## config.mk

```make
export PLATFORM = sky130hd
export DESIGN_NAME = stopwatch_and_countdown_timer
export DESIGN_NICKNAME = d
export VERILOG_FILES = /design/src/sv/swcd_pkg.sv /design/src/sv/swcd_decode.sv /design/src/sv/swcd_core.sv /design/src/sv/stopwatch_and_countdown_timer.sv
export SDC_FILE = /design/constraint.sdc
export NUM_CORES = 1
export LEC_CHECK = 0
export ABC_AREA = 1
export BUFFER_PORTS_ARGS = -buffer_cell sky130_fd_sc_hd__buf_2
export CORE_ASPECT_RATIO = 0.7
export CORE_UTILIZATION = 34
export CTS_CLUSTER_SIZE = 25
export DETAILED_ROUTE_END_ITERATION = 10
export GPL_TIMING_DRIVEN = 0
export PLACE_DENSITY = 0.47
export SYNTH_ARGS = -nofsm -noshare
export SYNTH_HDL_FRONTEND = slang
export SYNTH_SLANG_ARGS = --single-unit
export TNS_END_PERCENT = 10
```

## constraint.sdc

```tcl
create_clock -name clk -period 6.9 [get_ports clk]
set_input_delay 1.035 -clock clk [delete_from_list [all_inputs] [get_ports clk]]
set_output_delay 1.035 -clock clk [all_outputs]
set_load 0.005 [all_outputs]
```

## src/sv/swcd_pkg.sv

```systemverilog
package swcd_pkg;

  typedef enum logic [1:0] {
    MODE_IDLE  = 2'd0,
    MODE_RUN   = 2'd1,
    MODE_PAUSE = 2'd2,
    MODE_CD    = 2'd3
  } mode_t;

  localparam int unsigned DIV100_A_SHIFT = 26;
  localparam logic [19:0] DIV100_A_MUL   = 20'd671089;
  localparam int unsigned DIV100_B_SHIFT = 20;
  localparam logic [13:0] DIV100_B_MUL   = 14'd10486;
  localparam logic [6:0]  DIGIT_PAIR     = 7'd100;
  localparam logic [6:0]  SIXTY          = 7'd60;

  localparam logic [16:0] SW_MIN_LAST = 17'd71582;
  localparam logic [5:0]  SW_SEC_LAST = 6'd47;
  localparam logic [9:0]  SW_MS_LAST  = 10'd295;
  localparam logic [5:0]  SEC_MAX     = 6'd59;
  localparam logic [9:0]  MS_MAX      = 10'd999;

  typedef struct packed {
    logic       start_stop_level;
    logic       reset_level;
    logic       entry_valid;
    logic       entry_nonzero;
    logic [6:0] hours;
    logic [5:0] minutes;
    logic [5:0] seconds;
  } dec_t;

  typedef struct packed {
    logic        countdown_done;
    logic        pause_lamp;
    logic        run_lamp;
    logic [5:0]  cd_seconds;
    logic [5:0]  cd_minutes;
    logic [6:0]  cd_hours;
    logic [9:0]  sw_millis;
    logic [5:0]  sw_seconds;
    logic [16:0] sw_minutes;
    mode_t       mode;
  } res_t;

endpackage

```

## src/sv/swcd_decode.sv

```systemverilog
module swcd_decode
  import swcd_pkg::*;
(
  input  logic        clk,
  input  logic        rst_n,
  input  logic        in_valid,
  output logic        in_ready,
  input  logic        in_ss,
  input  logic        in_rst,
  input  logic        in_ev,
  input  logic [19:0] in_val,
  output logic        dec_valid,
  input  logic        dec_ready,
  output dec_t        dec
);

  typedef struct packed {
    logic ss;
    logic rst;
    logic ev;
    logic nz;
  } btn_t;

  logic        v1_r, v2_r, v3_r, v4_r;
  logic        rdy1, rdy2, rdy3, rdy4;

  btn_t        b1_r, b2_r, b3_r;
  logic [19:0] val1_r, val2_r;
  logic [13:0] q2_r, q3_r;
  logic [6:0]  h3_r, s3_r;
  dec_t        dec_r;

  logic [39:0] prod_a;
  logic [13:0] q100;
  logic [27:0] prod_b;
  logic [19:0] sec_full;
  logic [13:0] min_full;
  logic [6:0]  min_raw;
  logic [6:0]  sec_adj;
  logic [6:0]  min_sum;
  logic [6:0]  min_adj;
  logic        sec_carry, min_carry;
  dec_t        dec_nxt;

  assign rdy4     = ~v4_r | dec_ready;
  assign rdy3     = ~v3_r | rdy4;
  assign rdy2     = ~v2_r | rdy3;
  assign rdy1     = ~v1_r | rdy2;
  assign in_ready = rdy1;

  assign prod_a = 40'(val1_r) * 40'(DIV100_A_MUL);
  assign q100   = prod_a[DIV100_A_SHIFT +: 14];

  assign prod_b   = 28'(q2_r) * 28'(DIV100_B_MUL);
  assign sec_full = val2_r - 20'(q2_r) * 20'(DIGIT_PAIR);

  assign min_full  = q3_r - 14'(h3_r) * 14'(DIGIT_PAIR);
  assign min_raw   = min_full[6:0];
  assign sec_carry = (s3_r >= SIXTY);
  assign sec_adj   = sec_carry ? s3_r - SIXTY : s3_r;
  assign min_sum   = min_raw + 7'(sec_carry);
  assign min_carry = (min_sum >= SIXTY);
  assign min_adj   = min_carry ? min_sum - SIXTY : min_sum;

  always_comb begin
    dec_nxt.start_stop_level = b3_r.ss;
    dec_nxt.reset_level      = b3_r.rst;
    dec_nxt.entry_valid      = b3_r.ev;
    dec_nxt.entry_nonzero    = b3_r.nz;
    dec_nxt.hours            = h3_r + 7'(min_carry);
    dec_nxt.minutes          = min_adj[5:0];
    dec_nxt.seconds          = sec_adj[5:0];
  end

  always_ff @(posedge clk) begin
    if (!rst_n) begin
      v1_r <= 1'b0;
      v2_r <= 1'b0;
      v3_r <= 1'b0;
      v4_r <= 1'b0;
    end else begin
      if (rdy1) v1_r <= in_valid;
      if (rdy2) v2_r <= v1_r;
      if (rdy3) v3_r <= v2_r;
      if (rdy4) v4_r <= v3_r;
    end
  end

  always_ff @(posedge clk) begin
    if (rdy1 && in_valid) begin
      b1_r   <= '{ss: in_ss, rst: in_rst, ev: in_ev, nz: (in_val != 20'd0)};
      val1_r <= in_val;
    end
    if (rdy2 && v1_r) begin
      b2_r   <= b1_r;
      val2_r <= val1_r;
      q2_r   <= q100;
    end
    if (rdy3 && v2_r) begin
      b3_r <= b2_r;
      q3_r <= q2_r;
      h3_r <= prod_b[DIV100_B_SHIFT +: 7];
      s3_r <= sec_full[6:0];
    end
    if (rdy4 && v3_r) begin
      dec_r <= dec_nxt;
    end
  end

  assign dec_valid = v4_r;
  assign dec       = dec_r;

endmodule

```

## src/sv/swcd_core.sv

```systemverilog
module swcd_core
  import swcd_pkg::*;
(
  input  logic clk,
  input  logic rst_n,
  input  logic dec_valid,
  output logic dec_ready,
  input  dec_t dec,
  output logic res_valid,
  input  logic res_ready,
  output res_t res
);

  mode_t       mode_r, mode_nxt;
  logic        last_r;
  logic [16:0] swm_r, swm_nxt;
  logic [5:0]  sws_r, sws_nxt;
  logic [9:0]  swms_r, swms_nxt;
  logic [6:0]  cdh_r, cdh_nxt;
  logic [5:0]  cdm_r, cdm_nxt;
  logic [5:0]  cds_r, cds_nxt;
  logic [9:0]  cdms_r, cdms_nxt;
  logic        run_r, run_nxt;
  logic        pause_r, pause_nxt;
  logic        done;
  logic        btn_edge;
  logic        take;
  logic        res_valid_r;
  res_t        res_r;

  assign dec_ready = ~res_valid_r | res_ready;
  assign take      = dec_valid & dec_ready;
  assign btn_edge  = last_r & ~dec.start_stop_level;

  always_comb begin
    mode_nxt  = mode_r;
    swm_nxt   = swm_r;
    sws_nxt   = sws_r;
    swms_nxt  = swms_r;
    cdh_nxt   = cdh_r;
    cdm_nxt   = cdm_r;
    cds_nxt   = cds_r;
    cdms_nxt  = cdms_r;
    run_nxt   = run_r;
    pause_nxt = pause_r;
    done      = 1'b0;
    if (!dec.reset_level) begin
      mode_nxt = MODE_IDLE;
      cdh_nxt  = '0;
      cdm_nxt  = '0;
      cds_nxt  = '0;
      cdms_nxt = '0;
    end else begin
      case (mode_r)
        MODE_IDLE: begin
          if (btn_edge) begin
            mode_nxt = MODE_RUN;
            swm_nxt  = '0;
            sws_nxt  = '0;
            swms_nxt = '0;
          end else if (dec.entry_valid && dec.entry_nonzero) begin
            mode_nxt = MODE_CD;
            cdh_nxt  = dec.hours;
            cdm_nxt  = dec.minutes;
            cds_nxt  = dec.seconds;
            cdms_nxt = '0;
          end
        end
        MODE_RUN: begin
          if (swm_r == SW_MIN_LAST && sws_r == SW_SEC_LAST && swms_r == SW_MS_LAST) begin
            swm_nxt  = '0;
            sws_nxt  = '0;
            swms_nxt = '0;
          end else if (swms_r != MS_MAX) begin
            swms_nxt = swms_r + 10'd1;
          end else begin
            swms_nxt = '0;
            if (sws_r != SEC_MAX) begin
              sws_nxt = sws_r + 6'd1;
            end else begin
              sws_nxt = '0;
              swm_nxt = swm_r + 17'd1;
            end
          end
          if (btn_edge) mode_nxt = MODE_PAUSE;
        end
        MODE_PAUSE: begin
          if (btn_edge) mode_nxt = MODE_RUN;
        end
        default: begin
          if (cdms_r == '0 && cdh_r == '0 && cdm_r == '0 && cds_r == 6'd1) begin
            done     = 1'b1;
            mode_nxt = MODE_IDLE;
            cdh_nxt  = '0;
            cdm_nxt  = '0;
            cds_nxt  = '0;
            cdms_nxt = '0;
          end else if (cdms_r != '0) begin
            cdms_nxt = cdms_r - 10'd1;
          end else begin
            cdms_nxt = MS_MAX;
            if (cds_r != '0) begin
              cds_nxt = cds_r - 6'd1;
            end else begin
              cds_nxt = SEC_MAX;
              if (cdm_r != '0) begin
                cdm_nxt = cdm_r - 6'd1;
              end else begin
                cdm_nxt = SEC_MAX;
                cdh_nxt = cdh_r - 7'd1;
              end
            end
          end
        end
      endcase
      if (mode_nxt == MODE_RUN) begin
        run_nxt   = 1'b1;
        pause_nxt = 1'b0;
      end else if (mode_nxt == MODE_PAUSE) begin
        run_nxt   = 1'b0;
        pause_nxt = 1'b1;
      end
    end
  end

  always_ff @(posedge clk) begin
    if (!rst_n) begin
      mode_r      <= MODE_IDLE;
      last_r      <= 1'b1;
      swm_r       <= '0;
      sws_r       <= '0;
      swms_r      <= '0;
      cdh_r       <= '0;
      cdm_r       <= '0;
      cds_r       <= '0;
      cdms_r      <= '0;
      run_r       <= 1'b0;
      pause_r     <= 1'b0;
      res_valid_r <= 1'b0;
    end else begin
      if (take) begin
        mode_r  <= mode_nxt;
        last_r  <= dec.start_stop_level;
        swm_r   <= swm_nxt;
        sws_r   <= sws_nxt;
        swms_r  <= swms_nxt;
        cdh_r   <= cdh_nxt;
        cdm_r   <= cdm_nxt;
        cds_r   <= cds_nxt;
        cdms_r  <= cdms_nxt;
        run_r   <= run_nxt;
        pause_r <= pause_nxt;
      end
      if (dec_ready) res_valid_r <= dec_valid;
    end
  end

  always_ff @(posedge clk) begin
    if (take) begin
      res_r.mode           <= mode_nxt;
      res_r.sw_minutes     <= swm_nxt;
      res_r.sw_seconds     <= sws_nxt;
      res_r.sw_millis      <= swms_nxt;
      res_r.cd_hours       <= cdh_nxt;
      res_r.cd_minutes     <= cdm_nxt;
      res_r.cd_seconds     <= cds_nxt;
      res_r.run_lamp       <= run_nxt;
      res_r.pause_lamp     <= pause_nxt;
      res_r.countdown_done <= done;
    end
  end

  assign res_valid = res_valid_r;
  assign res       = res_r;

endmodule

```

## src/sv/stopwatch_and_countdown_timer.sv

```systemverilog
// Stopwatch and countdown timer, one word per millisecond tick. A word is taken on
// every cycle the pipeline has room. It passes an input register, three stages that
// split the HHMMSS entry into hours, minutes and seconds with constant reciprocal
// multiplies, and one stage that updates the timer state and loads the output
// register, which presents the result. A stalled output holds the result and
// backs up the pipeline. Elapsed time is kept as minute, second and millisecond
// counters and remaining time as hour, minute, second and millisecond counters, so
// the display fields come straight from the state.
module stopwatch_and_countdown_timer
  import swcd_pkg::*;
(
  input  logic        clk,
  input  logic        rst_n,
  input  logic        in_tvalid,
  output logic        in_tready,
  // start_stop_level[0], reset_level[1], entry_valid[2], entry_value[22:3], zero[23]
  input  logic [23:0] in_tdata,
  output logic        out_tvalid,
  input  logic        out_tready,
  // mode[1:0], sw_minutes[18:2], sw_seconds[24:19], sw_millis[34:25],
  // cd_hours[41:35], cd_minutes[47:42], cd_seconds[53:48], run_lamp[54],
  // pause_lamp[55], countdown_done[56], zero[63:57]
  output logic [63:0] out_tdata
);

  logic dec_valid, dec_ready;
  dec_t dec;
  res_t res;

  swcd_decode u_decode (
    .clk       (clk),
    .rst_n     (rst_n),
    .in_valid  (in_tvalid),
    .in_ready  (in_tready),
    .in_ss     (in_tdata[0]),
    .in_rst    (in_tdata[1]),
    .in_ev     (in_tdata[2]),
    .in_val    (in_tdata[22:3]),
    .dec_valid (dec_valid),
    .dec_ready (dec_ready),
    .dec       (dec)
  );

  swcd_core u_core (
    .clk       (clk),
    .rst_n     (rst_n),
    .dec_valid (dec_valid),
    .dec_ready (dec_ready),
    .dec       (dec),
    .res_valid (out_tvalid),
    .res_ready (out_tready),
    .res       (res)
  );

  assign out_tdata = {7'd0, res};

  a_done_idle: assert property (@(posedge clk) disable iff (!rst_n)
    out_tvalid && res.countdown_done |->
      res.mode == MODE_IDLE && res.cd_hours == '0 && res.cd_minutes == '0 &&
      res.cd_seconds == '0)
    else $error("countdown end without idle and cleared time");

  a_lamps: assert property (@(posedge clk) disable iff (!rst_n)
    out_tvalid && (res.mode == MODE_RUN || res.mode == MODE_PAUSE) |->
      res.run_lamp == (res.mode == MODE_RUN) && res.pause_lamp == (res.mode == MODE_PAUSE))
    else $error("lamps disagree with mode");

  a_ranges: assert property (@(posedge clk) disable iff (!rst_n)
    out_tvalid |-> res.sw_seconds <= SEC_MAX && res.sw_millis <= MS_MAX &&
      res.cd_minutes <= SEC_MAX && res.cd_seconds <= SEC_MAX)
    else $error("time field out of range");

  a_hold: assert property (@(posedge clk) disable iff (!rst_n)
    out_tvalid && !out_tready |=> out_tvalid && $stable(out_tdata))
    else $error("result word dropped or changed while stalled");

endmodule

```

==> results.toml, run 1 <==
[run_status]
status = "completed"

[route]
routedWlPerCell_um = 16.65
viasPerCell = 4.749
top_layer_used = "met4"
wirelength_um = 61520
first_iter_violations = 1149
vias = 17540
dr_wl_met3_um = 3771
route.detailed.drc = 0
firstDrtPassIters = 7
dr_wl_met2_um = 25940
met1_length_um = 30980
ant_nets = 0

[cts]
cts.sinks = 226
cts.path.max_buffers = 3
cts_setup_buffers = 0
insertion_delay_ns = 0.59
cts_hold_buf = 0
h-tree-depth = 1
cts_tree = "built"
cts_buffers = 25
clockRootBuffer = "clkbuf_16"
clk_pin_slew_ns = 0.08
cts.repair.resized = 0

[synth]
syn_area_per_cell_um2 = 8.714
synth_ff_type = "edfxtp_1"
ys_seq_elements = 226
yosysSeqAreaShare_pct = 26.11
synth_edf_count = 154
yosysUniqueCellTypes = 59
yosysTopAreaCell = "edfxtp_1"
synth_top_area_share_pct = 19.91
synth-async-reset-ratio_pct = 0
ys_top_cells_by_area = "edfxtp_1 20%, ha_1 19%, fa_1 18%"
synth_area_um2 = 23230
syn-instance-count = 2666
synth_warnings = 0

[setup_path]
path_buf_inv = 6
max_stage_delay_ns = 0.75
cp_max_fo = 9
critPathTopFamily = "adder cells"
crit_slowest_cell = "edfxtp_1"
crit_path_start_kind = "register"
crit_path_end_kind = "register"
cp_cell_sequence = "inv_1 -> fa_1 -> inv_1 -> ha_1 -> inv_1 -> fa_1 -> inv_1 -> fa_1 -> fa_1 -> fa_1 -> inv_1 -> fa_1 -> inv_1 -> ha_1 -> a21o_1 -> a21oi_1 -> a21boi_0 -> o31ai_1 -> nand2_1 -> nand3_1 -> nand2_1 -> nand2_1"
required_ns = 7.22
critPathKind = "reg -> reg"
crit_arrival_ns = 6.69

[placed_design]
portBuffers = 84
dpl.hpwl_um = 50670
place_ws_ns = 0.5178
place_congestion = 0.9162

[final_layout]
diodes = 0
final_cell_mix = "634 x inv_1, 399 x nand2_1, 350 x ha_1, 207 x fa_1"
syn_to_final_growth_pct = 10.57
final_common_cell = "inv_1"
nets = 3369
layout-drive-gt1-share_pct = 7.884
n_fill_cell = 6911

[sta]
post-route-period-util_pct = 92.38
hold_viol = 0
finalSetupTns_ns = 0
finalMaxSlewViolations = 0
min_period_ns = 6.374
max_freq_ghz = 0.1569
worst_pin_slew_ns = 0.9728
setup_viol = 0
worst_slack_ns = 0.5258
rsz0062_at_grt = "no"
skew_ns = 0.02522
fin_hold_ws_ns = 0.4195
max-slew-margin-rel_pct = 35.08

[floorplanning]
core_area_um2 = 67020
rows = 79
die_h_um = 220.7
dieArea_um2 = 69400
die_width_um = 314.4
num_io_pins = 94
start_util_pct = 34.67

[global_routing]
overflow = 0
grt_usage_pct = 18.10
first_global_vias = 17440
grt_pass1_wl_um = 97760
antenna_found_initial = 0
grt_max_degree = 67

[min_path]
hp-class = "reg -> reg"

[run]
maxCapViolations = 0
==> final timing paths <==
check	from	to	slack [ns]	cells after the start
worst min register to register	u_decode.b3_r[2]	u_decode.dec[21]	0.42	0
worst min-delay path	u_decode.b3_r[2]	u_decode.dec[21]	0.42	0
worst max register to register	u_decode.val1_r[5]	u_decode.q2_r[12]	0.53	22
worst max-delay path	u_decode.val1_r[5]	u_decode.q2_r[12]	0.53	22
==> cell type report <==
| class | count | area [um2] | share of cell area, % |
|---|---|---|---|
| multi-input cells | 1743 | 14500 | 56.46 |
| flip-flops and latches | 226 | 6066 | 23.61 |
| inverters | 655 | 2464 | 9.591 |
| well taps | 891 | 1115 | 4.340 |
| clock buffers | 35 | 693.2 | 2.698 |
| repair buffers | 85 | 435.4 | 1.695 |
| plain buffers | 48 | 235.2 | 0.9157 |
| clock inverters | 11 | 175.2 | 0.6819 |
==> cells in the mapped netlist, drive strengths merged, types with 23 or more instances <==
| cell | number |
|---|---|
| inv | 654 |
| nand2 | 411 |
| ha | 350 |
| fa | 207 |
| nor2 | 161 |
| a21oi | 157 |
| edfxtp | 154 |
| o21ai | 130 |
| nand3 | 121 |
| dfxtp | 72 |
| xor2 | 43 |
| nand4 | 28 |
| nor3 | 28 |
| buf | 25 |
| clkbuf | 23 |
==> metrics by stage <==
step / instances / util [%] / area, um2
floorplan: 2672 / - / 23250
finish: 3694 / 38.33 / 25690
CTS: 3694 / 38.33 / 25690
global placement: 3647 / 36.99 / 24790
global route: 3694 / 38.33 / 25690
detailed placement: 3648 / 37.03 / 24820
==> state kept, by name, summed over array words and instances (netlist names), 7 cells and up <==
name	flops
u_core.cdh_r	7
u_core.cdms_r	10
u_decode.s3_r	7
u_core.res	57
u_core.swm_r	17
u_core.swms_r	10
u_decode.dec	23
u_decode.q2_r	14
u_decode.q3_r	7
u_decode.val2_r	7
u_decode.h3_r	7
u_decode.val1_r	20
==> worst reg2reg max path: stages (launching register included) <==
cell and delay [ns]:
edfxtp_1 0.75, inv_1 0.21, fa_1 0.50, inv_1 0.06, ha_1 0.18, inv_1 0.08, fa_1 0.53, inv_1 0.06
fa_1 0.46, fa_1 0.54, fa_1 0.56, inv_1 0.07, fa_1 0.50, inv_1 0.04, ha_1 0.34, a21o_1 0.21
a21oi_1 0.23, a21boi_0 0.33, o31ai_1 0.13, nand2_1 0.12, nand3_1 0.08, nand2_1 0.06, nand2_1 0.06
==> logic make-up after synthesis <==
kind of cell	Yosys count	synth area share [%]
XOR/XNOR	59	2.224
multiplexers	1	0.04847
adder cells (fa/ha/maj)	557	36.69
buffers and inverters	703	11.60
other	1	0.01614
flip-flops	226	26.11
AO/OA/AOI/OAI	347	8.240
AND/OR/NAND/NOR	772	15.07
==> metal layers <==
metal | global-route usage (%) | vias up
li1 | - | 8737
met1 | 27.10 | 8340
met2 | 27.50 | 417
met3 | 3.233 | 47
met4 | 2.686 | 0
met5 | 0 | -
Power of run 1 is not shown: default switching activity piles up to over one toggle a cycle in this logic, so the estimate is an artifact.
==> inputs of run 2 (changes only) <==
ABC_AREA = default   (was 1)
==> run 2 against run 1 <==
Compared with the run above: final area shrank 5.3%; sequential cell count did not move; critical path depth fell by 5; core utilization is 0.89 points higher; area after synthesis is 7.4% lower; cell count down 16%; count of clock-buffer cells in the layout grew 4; setup slack lost 0.13 ns; non-clock buffer count rose by 57; via count fell by 11%.
==> results.toml, run 2 <==
[synth]
synth_ff_type = "edfxtp_1"
synth_top_area_share_pct = 21.50
syn-instance-count = 2113
ys_top_cells_by_area = "edfxtp_1 22%, ha_1 20%, fa_1 19%"
synth_common_cells = "446 x inv_1, 350 x ha_1, 207 x fa_1, 154 x edfxtp_1, 102 x nor2_1"
synth_area_um2 = 21510
syn_area_per_cell_um2 = 10.18
synth-async-reset-ratio_pct = 0
ys_seq_elements = 226
synth_edf_count = 154
yosysUniqueCellTypes = 86
synth_warnings = 0
yosysSeqAreaShare_pct = 28.21
yosysMostFrequentCell = "inv_1"
yosysTopAreaCell = "edfxtp_1"

[cts]
cts.sinks = 226
cts_buffers = 26
insertion_delay_ns = 0.57
cts_tree = "built"
h-tree-depth = 1
cts.path.max_buffers = 3
clk_pin_slew_ns = 0.06
clockRootBuffer = "clkbuf_16"

[setup_path]
reg2reg_to = "u_decode.q2_r[10]"
crit_path_end_kind = "register"
rrSetupSlack_ns = 0.39
worstSetupEndpoint = "u_decode.q2_r[10]"
critPathTopFamily = "adder cells"
max_stage_delay_ns = 0.63
crit_path_start_kind = "register"
crit_slowest_cell = "edfxtp_1"
required_ns = 7.26
path_buf_inv = 2
critPathKind = "reg -> reg"
reg2reg_depth = 17
cp_cell_sequence = "ha_1 -> inv_1 -> fa_1 -> inv_1 -> fa_1 -> fa_1 -> fa_1 -> fa_1 -> ha_1 -> ha_1 -> a21oi_1 -> o211ai_1 -> a211oi_2 -> a21oi_1 -> o211a_1 -> or2_2 -> o311ai_0"
path_depth = 17
reg2reg_from = "u_decode.val1_r[17]"
crit_arrival_ns = 6.86
crit_top_cell = "fa_1"
cp_max_fo = 9
crit_start = "u_decode.val1_r[17]"

[final_layout]
diodes = 0
n_fill_cell = 6193
final_common_cell = "inv_1"
final_cells = 3118
largest_reg_flops = 57
final_cell_mix = "446 x inv_1, 350 x ha_1, 207 x fa_1, 154 x edfxtp_1, 102 x nor2_1"
syn_to_final_growth_pct = 13.08
layout-drive-gt1-share_pct = 10.09
nets = 2864
top_register = "u_core.res"

[global_routing]
grt_max_degree = 67
grt_pass1_wl_um = 88930
overflow = 0
first_global_vias = 15580
antenna_found_initial = 3
grt_usage_pct = 17.85

[route]
wirelength_um = 56040
ant_nets = 0
route.detailed.drc = 0
top_layer_used = "met4"
vias = 15610
firstDrtPassIters = 7
dr_wl_met2_um = 21730
viasPerCell = 5.007
routedWlPerCell_um = 17.97
met1_length_um = 30720
dr_wl_met3_um = 2965
first_iter_violations = 1027

[floorplanning]
die_width_um = 302.6
start_util_pct = 34.69
num_io_pins = 94
rows = 76
die_h_um = 212.4
core_area_um2 = 62000
dieArea_um2 = 64280

[sta]
worst_pin_slew_ns = 1.034
max-slew-margin-rel_pct = 31.06
rsz0062_at_grt = "no"
finalSetupTns_ns = 0
skew_ns = 0.03223
setup_viol = 0
post-route-period-util_pct = 94.31
min_period_ns = 6.507
finalMaxSlewViolations = 0
fin_hold_ws_ns = 0.4195
max_freq_ghz = 0.1537
hold_viol = 0

[placed_design]
place_congestion = 0.9145
portBuffers = 84
dpl.hpwl_um = 44930
dp.cells = 3025

[run]
maxCapViolations = 0

[min_path]
hp-class = "reg -> reg"

[run_status]
status = "completed"
==> run 2: cell count changes in the layout (fill, tap and decap cells not counted), moves of 30 or more <==
cell and delta:
o21ai_1 -30, inv_1 -188, xor2_1 -32, nand3_1 -73
nand2_1 -310, a21oi_1 -67, buf_4 +44, nor2_1 -30
==> run 2: area by class of cell <==
type / count / area (um2) / share of cell area (%)
Buffer: 58 / 255.2 / 1.050
Inverter: 449 / 1685 / 6.930
Timing Repair Buffer: 132 / 815.8 / 3.355
Multi-Input combinational cell: 1386 / 13570 / 55.79
Sequential cell: 226 / 6066 / 24.94
Clock buffer: 39 / 834.6 / 3.432
Tap cell: 819 / 1025 / 4.214
Clock inverter: 9 / 68.82 / 0.2830
==> run 2: worst min path at each step <==
stage	to	from	cells past startpoint	slack, ns
3_3_place_gp	u_decode.b2_r[0]	u_decode.b1_r[0]	0	0.40
3_5_place_dp	u_decode.s3_r[1]	u_decode.val2_r[1]	0	0.40
5_1_grt	u_decode.dec[21]	u_decode.b3_r[2]	0	0.43
6_report	u_decode.b2_r[0]	u_decode.b1_r[0]	0	0.42
2_1_floorplan	u_decode.b2_r[0]	u_decode.b1_r[0]	0	0.40
4_1_cts	u_decode.s3_r[1]	u_decode.val2_r[1]	0	0.42
==> run 2: per-stage QoR <==
stage          area [um2]  util, %  setup slack (ns)
2_1_floorplan       21530        -            0.8363
3_3_place_gp        22970    37.05           -0.1651
3_5_place_dp        23070    37.21          -0.06986
4_1_cts             24070    38.82           0.03591
5_1_grt             24320    39.22          0.006703
6_report            24320    39.22            0.3928
==> run 2: what timing repair did <==
action | 4_1_cts | 5_1_grt
setup buffers | 12 | 33
hold buffers | 0 | 0
gates resized for setup | 1 | 1
setup endpoints to repair | 7 | 9
==> run 2: layer usage <==
metal  track usage [%]  vias to the layer above
li1                  -                     7525
met1             29.30                     7675
met2             24.64                      370
met3             2.422                       42
met4             2.478                        0
met5                 0                        -
==> run 2: kinds of logic after synthesis <==
| family | share of synthesized area [%] |
|---|---|
| adders and majority gates | 39.63 |
| AOI/OAI and AO/OA | 11.26 |
| DFF | 28.21 |
| muxes | 0.1978 |
| xor gates and xnor gates | 2.158 |
| other | 0.01744 |
| and+or+nand+nor | 9.524 |
| buffers and inverters | 9.006 |
Power of run 2 is left out for the same reason.
==> inputs of run 3 (changes only) <==
CORE_ASPECT_RATIO = 1.1   (was 0.7)
==> run 3 against run 2 <==
Compared with the run above: first-iteration DRC count decreased by 34%; register-to-register slack improved by 0.04 ns; global-route usage decreased by 0.80 points; core utilization decreased by 0.24 points; routed wire length decreased by 3.9%; final area increased by 0.13%; setup slack improved by 0.040 ns.
==> results.toml, run 3 (synthesis gave the netlist of run 2 again) <==
[final_layout]
nets = 2861
top_register = "u_core.res"
final_cell_mix = "446 x inv_1, 350 x ha_1, 207 x fa_1, 154 x edfxtp_1, 102 x nor2_1"
largest_reg_flops = 57
syn_to_final_growth_pct = 13.22
layout-drive-gt1-share_pct = 9.748
final_common_cell = "inv_1"
finish.instance_area_um2 = 24350

[sta]
max_freq_ghz = 0.1546
finalMaxSlewViolations = 0
min_period_ns = 6.468
post-route-period-util_pct = 93.73
max-slew-margin-rel_pct = 37.43
setup_viol = 0
skew_ns = 0.03239
worst_pin_slew_ns = 0.9386
rsz0062_at_grt = "no"
hold_viol = 0

[global_routing]
grt_usage_pct = 17.05
grt_max_degree = 64
grt_pass1_wl_um = 86440
antenna_found_initial = 1
overflow = 0
first_global_vias = 16190

[cts]
cts.path.max_buffers = 3
clockRootBuffer = "clkbuf_16"
cts_tree = "built"
cts_buffers = 28
cts.sinks = 226
cts_hold_buf = 0
h-tree-depth = 1
insertion_delay_ns = 0.59
clk_pin_slew_ns = 0.06

[min_path]
hp-class = "reg -> reg"

[route]
ant_nets = 0
firstDrtPassIters = 5
routedWlPerCell_um = 17.19
wirelength_um = 53850
vias = 15400
route.detailed.drc = 0
first_iter_violations = 681
viasPerCell = 4.917

[setup_path]
cp_cell_sequence = "buf_4 -> ha_1 -> inv_1 -> fa_1 -> fa_1 -> fa_1 -> inv_1 -> fa_1 -> fa_1 -> inv_1 -> fa_1 -> inv_1 -> ha_1 -> nand4_1 -> a211oi_1 -> o2111ai_1 -> a21oi_2 -> a2111o_1 -> nand2_1 -> a311oi_1"
required_ns = 7.26
crit_top_cell = "fa_1"
critPathTopFamily = "adder cells"
path_buf_inv = 5
cp_max_fo = 5
critPathKind = "reg -> reg"
crit_slowest_cell = "fa_1"
crit_path_start_kind = "register"
crit_path_end_kind = "register"
crit_arrival_ns = 6.82
max_stage_delay_ns = 0.55

[floorplanning]
rows = 96
die_width_um = 241.8
core_area_um2 = 62460
num_io_pins = 94
dieArea_um2 = 64260
start_util_pct = 34.43
die_h_um = 265.8

[placed_design]
placed_area_um2 = 23090
dpl.hpwl_um = 43140
place_congestion = 0.8858
portBuffers = 84

[run]
maxCapViolations = 0

[run_status]
status = "completed"
==> run 3: cell types whose count changed in the layout (fill, tap and decap cells not counted), sizes merged <==
cell | before | now
clkbuf | 83 | 76
clkinv | 11 | 18
buf | 146 | 141
bufinv | 0 | 4
diode | 0 | 1
==> run 3: metrics by stage <==
step | cells | hold slack [ns] | utilization (%) | setup WS [ns] | setup TNS [ns]
CTS | 3113 | 0.3942 | 38.75 | 0.02449 | 0
finish | 3132 | 0.3932 | 38.98 | 0.4324 | 0
global placement | 3036 | 0.4022 | 36.81 | -0.4171 | -2.071
global route | 3132 | 0.3991 | 38.98 | 0.08339 | 0
floorplan | 2119 | 0.4003 | - | 0.8363 | 0
detailed placement | 3040 | 0.4045 | 36.97 | -0.4369 | -2.365
==> run 3: cell type report <==
cell class              count  area [um2]
inverters                 449        1685
plain buffers              58       255.2
fillers                  6315       38110
clock buffers              32       725.7
repair buffers            127       785.8
well taps                 833        1042
clock inverters            20       222.7
diodes                      1       2.502
multi-input cells        1386       13560
flip-flops and latches    226        6066
==> run 3: routing by layer <==
metal | wire (um) | global-route usage (%) | vias up | part of all wire (%)
met5 | 0 | 0 | - | 0
met4 | 1791 | 5.936 | 0 | 3.3
met3 | 1576 | 1.743 | 81 | 2.9
met2 | 27670 | 31.68 | 285 | 51
met1 | 22810 | 20.33 | 7517 | 42
li1 | - | - | 7518 | -
==> run 3: what timing repair did <==
action / in CTS / in global routing
hold endpoints to repair: 0 / 0
buffers inserted: 21 / 18
setup endpoints to repair: 8 / 7
pin swaps: 0 / 1
gates resized for setup: 1 / 2
==> run 3: worst paths after layout <==
check | from | to | slack (ns) | depth (start not counted)
setup / recovery | u_decode.val1_r[6] | u_decode.q2_r[13] | 0.43 | 20
hold / removal | u_decode.b3_r[2] | u_decode.dec[21] | 0.39 | 0
setup reg to reg | u_decode.val1_r[6] | u_decode.q2_r[13] | 0.43 | 20
hold reg to reg | u_decode.b3_r[2] | u_decode.dec[21] | 0.39 | 0
==> run 3: worst register-to-register path, delay by kind of cell (launching register included) <==
kind | cells | cell delay [ns]
adder cells (fa/ha/maj) | 8 | 3.58
AO/OA/AOI/OAI | 5 | 1.41
AND/OR/NAND/NOR | 2 | 0.37
buffers and inverters | 5 | 0.43
flip-flops | 1 | 0.49
Power of run 3 is left out for the same reason.
